==> config.mk <==
export PLATFORM = sky130hd
export DESIGN_NAME = pre_emphasis_sample_converter
export DESIGN_NICKNAME = d
export VERILOG_FILES = /design/src/rtl/core/pesc_pkg.sv /design/src/rtl/core/pesc_regs.sv /design/src/rtl/core/pesc_datapath.sv /design/src/rtl/core/pre_emphasis_sample_converter.sv
export SDC_FILE = /design/constraint.sdc
export NUM_CORES = 1
export LEC_CHECK = 0
export BUFFER_PORTS_ARGS = -buffer_cell sky130_fd_sc_hd__buf_2
export CORE_MARGIN = 8
export CORE_UTILIZATION = 45
export CTS_BUF_LIST = sky130_fd_sc_hd__clkbuf_8
export CTS_CLUSTER_DIAMETER = 200
export DETAILED_ROUTE_END_ITERATION = 10
export PLACE_DENSITY = 0.63
export SYNTH_ARGS = -nofsm -noshare
export SYNTH_HDL_FRONTEND = slang
export SYNTH_SLANG_ARGS = --single-unit
==> constraint.sdc <==
create_clock -name clk -period 9.3 [get_ports clk]
set_input_delay 1.395 -clock clk [delete_from_list [all_inputs] [get_ports clk]]
set_output_delay 1.395 -clock clk [all_outputs]
set_load 0.01 [all_outputs]
==> src/rtl/core/pesc_pkg.sv <==
`timescale 1ns / 1ps
// ----------------------------------------------------------------------------
// pesc_pkg
// Shared types and constants of the pre-emphasis sample converter.
// ----------------------------------------------------------------------------
package pesc_pkg;

  localparam int MAX_CHANNELS = 8;

  localparam int SAMPLE_W  = 32;
  localparam int CHANNEL_W = 3;
  localparam int RESULT_W  = 16;
  localparam int COEF_W    = 16;
  localparam int FORMAT_W  = 2;

  // Sample format codes
  localparam logic [FORMAT_W-1:0] FMT_S16 = 2'd0;
  localparam logic [FORMAT_W-1:0] FMT_S24 = 2'd1;
  localparam logic [FORMAT_W-1:0] FMT_S32 = 2'd2;

  localparam int PADDR_W = 4;
  localparam int PDATA_W = 32;

  // Register indexes, one 32-bit word apart
  typedef logic [1:0] reg_idx_t;

  localparam reg_idx_t REG_FORMAT  = 2'd0;
  localparam reg_idx_t REG_ENABLE  = 2'd1;
  localparam reg_idx_t REG_COEF    = 2'd2;
  localparam reg_idx_t REG_CHANNEL = 2'd3;

  typedef struct packed {
    logic [FORMAT_W-1:0]      sample_format;
    logic                     emphasis_enable;
    logic signed [COEF_W-1:0] emphasis_coef;
    logic [CHANNEL_W-1:0]     selected_channel;
  } cfg_t;

endpackage

==> src/rtl/core/pesc_regs.sv <==
`timescale 1ns / 1ps
// ----------------------------------------------------------------------------
// pesc_regs
// APB register file holding format, emphasis enable, coefficient and channel.
// ----------------------------------------------------------------------------
module pesc_regs (
  input  logic                          clk,
  input  logic                          rst,
  input  logic                          psel,
  input  logic                          penable,
  input  logic                          pwrite,
  input  logic [pesc_pkg::PADDR_W-1:0]  paddr,
  input  logic [pesc_pkg::PDATA_W-1:0]  pwdata,
  output logic [pesc_pkg::PDATA_W-1:0]  prdata,
  output logic                          pready,
  output pesc_pkg::cfg_t                cfg
);

  logic                wr_en;
  pesc_pkg::reg_idx_t  reg_index;

  assign pready    = 1'b1;
  assign wr_en     = psel && penable && pwrite;
  assign reg_index = paddr[3:2];

  always_ff @(posedge clk) begin
    if (rst) begin
      cfg <= '0;
    end else if (wr_en) begin
      case (reg_index)
        pesc_pkg::REG_FORMAT:  cfg.sample_format    <= pwdata[pesc_pkg::FORMAT_W-1:0];
        pesc_pkg::REG_ENABLE:  cfg.emphasis_enable  <= pwdata[0];
        pesc_pkg::REG_COEF:    cfg.emphasis_coef    <= pwdata[pesc_pkg::COEF_W-1:0];
        pesc_pkg::REG_CHANNEL: cfg.selected_channel <= pwdata[pesc_pkg::CHANNEL_W-1:0];
        default: ;
      endcase
    end
  end

  always_comb begin
    case (reg_index)
      pesc_pkg::REG_FORMAT:  prdata = pesc_pkg::PDATA_W'(cfg.sample_format);
      pesc_pkg::REG_ENABLE:  prdata = pesc_pkg::PDATA_W'(cfg.emphasis_enable);
      pesc_pkg::REG_COEF:    prdata = pesc_pkg::PDATA_W'(unsigned'(cfg.emphasis_coef));
      pesc_pkg::REG_CHANNEL: prdata = pesc_pkg::PDATA_W'(cfg.selected_channel);
      default:               prdata = '0;
    endcase
  end

endmodule

==> src/rtl/core/pesc_datapath.sv <==
`timescale 1ns / 1ps
// ----------------------------------------------------------------------------
// pesc_datapath
// Format conversion, multiply-add with the delayed sample, Q15 rounding and
// saturation for one sample.
// ----------------------------------------------------------------------------
module pesc_datapath (
  input  pesc_pkg::cfg_t                         cfg,
  input  logic [pesc_pkg::SAMPLE_W-1:0]          sample,
  input  logic signed [pesc_pkg::RESULT_W-1:0]   prev,
  output logic signed [pesc_pkg::RESULT_W-1:0]   result,
  output logic signed [pesc_pkg::RESULT_W-1:0]   prev_next
);

  function automatic logic signed [15:0] sat16(input logic signed [19:0] v);
    if (v > 20'sd32767) begin
      sat16 = 16'sh7FFF;
    end else if (v < -20'sd32768) begin
      sat16 = 16'sh8000;
    end else begin
      sat16 = v[15:0];
    end
  endfunction

  logic signed [15:0] x16;
  logic signed [31:0] s32;
  logic signed [31:0] prod;
  logic signed [33:0] addend;
  logic signed [33:0] acc;
  logic signed [20:0] acc_rnd;
  logic signed [17:0] s_rnd;
  logic signed [15:0] acc_sat;
  logic signed [15:0] s_sat;
  logic               is_s16;

  assign is_s16 = (cfg.sample_format == pesc_pkg::FMT_S16);
  assign x16    = sample[15:0];
  assign s32    = (cfg.sample_format == pesc_pkg::FMT_S24) ? {sample[23:0], 8'h00} : sample;
  assign prod   = prev * cfg.emphasis_coef;

  // 16-bit samples enter the Q30 sum at full scale, wider ones are halved
  assign addend = is_s16 ? {{3{x16[15]}}, x16, 15'd0} : {{3{s32[31]}}, s32[31:1]};
  assign acc    = {{2{prod[31]}}, prod} + addend;

  // add half an LSB, then drop it
  assign acc_rnd = {acc[33], acc[33:14]} + 21'sd1;
  assign s_rnd   = {s32[31], s32[31:15]} + 18'sd1;

  assign acc_sat = sat16(acc_rnd[20:1]);
  assign s_sat   = sat16({{3{s_rnd[17]}}, s_rnd[17:1]});

  always_comb begin
    if (cfg.emphasis_enable) begin
      result = acc_sat;
    end else if (is_s16) begin
      result = x16;
    end else begin
      result = s_sat;
    end
    prev_next = is_s16 ? x16 : s_sat;
  end

endmodule

==> src/rtl/core/pre_emphasis_sample_converter.sv <==
`timescale 1ns / 1ps
// ----------------------------------------------------------------------------
// pre_emphasis_sample_converter
// First-order Q1.15 pre-emphasis filter on one channel of an interleaved
// sample stream, with 16/24/32-bit input format conversion.
// ----------------------------------------------------------------------------
// Usage:
//   Samples enter on sample_valid/sample_stall with sample_value and
//   channel_index; results leave on result_valid/result_stall with
//   filtered_sample. A transfer happens when valid is high and stall is low.
//   Only samples of selected_channel give a result; others are dropped.
//   From input transfer to result_valid a sample passes one input
//   register, then the format/multiply-add/round stage into the result
//   register. While sample_stall is low, one sample is taken every cycle;
//   the one 16x16 multiply-add per sample sits between those two registers.
//   When the receiver stalls, the result register holds and the input
//   register fills; sample_stall rises once both are occupied.
//   Registers sit at APB byte addresses 0, 4, 8 and 12; the user must write
//   them only while the stream is idle; the block does not enforce this.
//   Synchronous reset clears the registers, the delayed sample and both stages.
// ----------------------------------------------------------------------------
module pre_emphasis_sample_converter #(
  parameter int MAX_CHANNELS = pesc_pkg::MAX_CHANNELS
) (
  input  logic                                  clk,
  input  logic                                  rst,
  input  logic                                  psel,
  input  logic                                  penable,
  input  logic                                  pwrite,
  input  logic [pesc_pkg::PADDR_W-1:0]          paddr,
  input  logic [pesc_pkg::PDATA_W-1:0]          pwdata,
  output logic [pesc_pkg::PDATA_W-1:0]          prdata,
  output logic                                  pready,
  input  logic                                  sample_valid,
  output logic                                  sample_stall,
  input  logic signed [pesc_pkg::SAMPLE_W-1:0]  sample_value,
  input  logic [pesc_pkg::CHANNEL_W-1:0]        channel_index,
  output logic                                  result_valid,
  input  logic                                  result_stall,
  output logic signed [pesc_pkg::RESULT_W-1:0]  filtered_sample
);

  pesc_pkg::cfg_t cfg;

  logic                                 s1_valid;
  logic [pesc_pkg::SAMPLE_W-1:0]        s1_sample;
  logic [pesc_pkg::CHANNEL_W-1:0]       s1_channel;
  logic signed [pesc_pkg::RESULT_W-1:0] prev;
  logic signed [pesc_pkg::RESULT_W-1:0] prev_next;
  logic signed [pesc_pkg::RESULT_W-1:0] result;
  logic                                 out_free;
  logic                                 emit;
  logic                                 advance;

  pesc_regs u_regs (
    .clk     (clk),
    .rst     (rst),
    .psel    (psel),
    .penable (penable),
    .pwrite  (pwrite),
    .paddr   (paddr),
    .pwdata  (pwdata),
    .prdata  (prdata),
    .pready  (pready),
    .cfg     (cfg)
  );

  pesc_datapath u_datapath (
    .cfg       (cfg),
    .sample    (s1_sample),
    .prev      (prev),
    .result    (result),
    .prev_next (prev_next)
  );

  assign out_free     = !result_valid || !result_stall;
  assign sample_stall = s1_valid && !out_free;
  assign advance      = s1_valid && out_free;
  assign emit         = (s1_channel == cfg.selected_channel) &&
                        (32'(s1_channel) < MAX_CHANNELS);

  // input register
  always_ff @(posedge clk) begin
    if (rst) begin
      s1_valid <= 1'b0;
    end else if (!sample_stall) begin
      s1_valid <= sample_valid;
    end
  end

  always_ff @(posedge clk) begin
    if (sample_valid && !sample_stall) begin
      s1_sample  <= sample_value;
      s1_channel <= channel_index;
    end
  end

  // result register
  always_ff @(posedge clk) begin
    if (rst) begin
      result_valid <= 1'b0;
    end else if (out_free) begin
      result_valid <= advance && emit;
    end
  end

  always_ff @(posedge clk) begin
    if (advance && emit) begin
      filtered_sample <= result;
    end
  end

  // delayed sample advances only on a filtered transfer
  always_ff @(posedge clk) begin
    if (rst) begin
      prev <= '0;
    end else if (advance && emit && cfg.emphasis_enable) begin
      prev <= prev_next;
    end
  end

`ifndef ASSERT_OFF
  a_stall_needs_item: assert property (@(posedge clk) disable iff (rst)
    sample_stall |-> s1_valid)
    else $error("input stalled with an empty input register");

  a_prev_held_on_stall: assert property (@(posedge clk) disable iff (rst)
    (result_valid && result_stall) |=> $stable(prev))
    else $error("delayed sample changed while the output was stalled");

  a_prev_held_when_off: assert property (@(posedge clk) disable iff (rst)
    !cfg.emphasis_enable |=> $stable(prev))
    else $error("delayed sample changed with emphasis off");

  a_result_from_item: assert property (@(posedge clk) disable iff (rst)
    $rose(result_valid) |-> $past(s1_valid && emit))
    else $error("result appeared without a matching sample");
`endif

endmodule

==> results by group <==
Setup path
  • Reg-to-reg critical path endpoint: filtered_sample[12]
  • Reg2reg setup slack: 0.34 ns
  • Critical path startpoint category: flip-flop
  • Crit path max fanout: 7
  • Cell depth of the worst flop-to-flop path: 34
  • Worst Path Required: 9.41 ns
  • Reg2Reg Launch Point: prev[5]
  • Crit. End Element: flip-flop
  • Critical path class: flip-flop to flip-flop
  • Cell mode on critical path: fa_1
  • Crit. path cell count: 34
  • CP arrival: 9.07 ns
  • Slowest stage delay, CP: 0.53 ns
  • Worst Path Buf+Inv: 8
  • CP delay by family, top: adder cells
  • Slowest CP cell: fa_1

Floorplanning
  • Width of the die: 208 microns
  • CORE AREA: 36400 sq um
  • # rows: 70
  • Initial Util: 45.5%
  • Die Ht: 208 microns
  • Die area: 43300 sq um
  • # IOs: 129

Drt
  • Routed wire per std cell: 17.8 microns
  • Via count: 13.3k
  • Drt via density: 5.27
  • Drt drc: 0
  • Initial DRC Count: 882
  • TritonRoute pass-1 iters: 7
  • Final ANT Viol Nets: 0
  • Routed WL: 45.0 mm

Yosys
  • Number of synthesis warnings: 0
  • Distinct cells, synth: 87
  • EDFF count, synth: 51
  • FFs w/ async S/R, synth: 0%
  • Sequential area share after synthesis: 14.1%
  • Ys flop type: edfxtp_1
  • Syn Inst Count: 1887
  • FF+latch count, synth: 91
  • Syn_area_per_cell: 8.79 sq um
  • Post-synthesis cell area: 16600 sq um

Timing
  • Count of final setup violators: 0
  • Final setup skew: 0.0201 ns
  • Slew Viols, Final: 0
  • Max_slew headroom: 32.5%
  • Fin crit share: 96.3%
  • F_max: 112 MHz
  • TNS Setup: 0 ns
  • Slew @ Worst Pin: 1.01 ns
  • Final Hold Fails: 0
  • Final min period: 8.96 ns

Hold path
  • Hold_sp: u_regs.cfg[8]
  • HP Class: flip-flop to flip-flop
  • Hold EP: u_regs.cfg[8]
  • Cells on Worst Hold Path: 2

Clocking
  • Clk pin slew, worst setup/hold paths: 0.10 ns
  • Root buf cell: clkbuf_8
  • CTS Buf Count: 9
  • CTS tree: yes
  • Clk_lat worst skew: 0.42 ns
  • H-tree levels: 3
  • Deepest clock path buffer count: 2
  • # clock sinks: 91

Final layout
  • Finished Core Util: 51.9%
  • Final #Nets: 2502
  • Diode count: 0
  • Area delta synth->final: 13.9%
  • Filler Cells Inserted: 3402
  • Post-Layout Cell Count: 2520
  • Share of post-route cells with drive strength above 1: 17.3%

Place
  • Placed cell count: 2490
  • RePlAce Congestion: 0.947
  • DP HPWL: 38.2 mm
  • Number of I/O port buffers: 93

Power
  • Total power draw: 946 uW
  • Static leakage: 9.24 nW
  • Max rail drop VDD: 0.0646 mV
  • PD cells: 50.1 nW/um^2

GRT
  • Congestion Overflow GR: 0
  • Gr usage total: 21.6%
  • Largest net degree at the start of global routing: 41
  • Initial antenna violation count: 0
  • First-pass GRT wire length: 75.4 mm
  • Vias in the first global route: 13.9k

Run
  • Maxcap violations: 0

Outcome
  • Status: finished, final reports clean
report_power, final:
part | internal (mW) | switching [mW] | total [mW]
Clock | 0.127 | 0.173 | 0.299
Combinational | 0.0817 | 0.115 | 0.197
Sequential | 0.436 | 0.0142 | 0.450
Total | 0.645 | 0.302 | 0.946
stage by stage:
stage / hold slack (ns) / cell area [sq um] / setup WS [ns]
6_report: 0.534 / 18900 / 0.340
5_1_grt: 0.582 / 18900 / -0.0198
4_1_cts: 0.570 / 18400 / 0.00842
2_1_floorplan: 0.491 / 16600 / 0.372
3_3_place_gp: 0.513 / 18200 / 0.0830
3_5_place_dp: 0.553 / 18200 / -0.134
how the worst max path moves through the flow:
stage / slack (ns) / startpoint / to
6_report: 0.34 / prev[5] / filtered_sample[12]
5_1_grt: -0.02 / u_regs.cfg[8] / filtered_sample[7]
4_1_cts: 0.008 / u_regs.cfg[8] / filtered_sample[7]
3_5_place_dp: -0.13 / prev[4] / filtered_sample[7]
3_3_place_gp: 0.08 / prev[4] / filtered_sample[5]
2_1_floorplan: 0.37 / u_regs.cfg[12] / filtered_sample[5]
worst min-delay path: stages, from the launching register on:
cell,delay [ns]
dfxtp_4,0.39
nand2_1,0.06
a21oi_1,0.05
synthesized netlist by cell type, drive strengths merged, types with 9 or more instances:
cell    count  area share, %
o22ai      19           0.72
a31oi      17           0.68
o21bai     10           0.45
inv       329            7.4
a21oi      99            3.2
nor2b      14           0.53
buf        35            1.4
dfxtp      40            4.8
a21o       12           0.54
o21ai      58            1.8
mux2i      38            2.3
clkbuf     60            1.4
and2      135            5.1
nor2      116            2.6
ha        115            8.7
fa        262             32
nand2b     12           0.45
nand4       9           0.34
nor3       21           0.66
nand2     231            5.2
xnor2      56            3.0
nand3      18           0.57
edfxtp     51            9.2
xor2       19            1.0
layout make-up:
| class | instances | area, sq um | share of cell area, % |
|---|---|---|---|
| flip-flops and latches | 91 | 2380 | 12.6 |
| clock buffers | 9 | 124 | 0.655 |
| clock inverters | 7 | 75.1 | 0.397 |
| multi-input cells | 1387 | 12900 | 68.3 |
| well taps | 468 | 586 | 3.10 |
| repair buffers | 229 | 1590 | 8.41 |
| inverters | 329 | 1230 | 6.53 |
repair_timing:
| item | 4_1_cts | 5_1_grt |
|---|---|---|
| endpoints found under the setup margin | 15 | 16 |
| hold buffers | 0 | 0 |
| hold endpoints to repair | 0 | 0 |
| pin swaps | 1 | 36 |
| gates resized for setup | 12 | 86 |
| buffers inserted | 1 | 13 |
state kept, by name, indices dropped and copies added (netlist names):
signal and count:
s1_sample 32, s1_valid 1, filtered_sample 16, prev 16
s1_channel 3, u_regs.cfg 22, result_valid 1
placed cells by master, fill, tap and decap left out, drive strengths merged, types with 18 or more instances in the layout:
cell and instances:
nand2 231, xnor2 56, o22ai 19, nor3 21
and2 135, mux2i 38, a21oi 99, fa 262
o21ai 58, dfxtp 40, nand3 18, ha 115
nor2 116, inv 333, buf 229, xor2 19
edfxtp 51
logic make-up after synthesis:
| family | count (synthesis) | synth area share, % |
|---|---|---|
| AND/OR/NAND/NOR | 595 | 17.5 |
| buffers and inverters | 424 | 10.3 |
| adder cells (fa/ha/maj) | 377 | 40.3 |
| AO/OA/AOI/OAI | 282 | 11.3 |
| flip-flops | 91 | 14.1 |
| XOR/XNOR | 75 | 3.96 |
| multiplexers | 41 | 2.57 |
| other | 2 | 0.0453 |
metal layers:
layer / track usage, % / part of all wire, %
met4: 5.07 / 1.8
met1: 30.5 / 46
met5: 0 / 0
met3: 3.79 / 6.1
met2: 34.1 / 46
(Power assumes the default switching activity.)
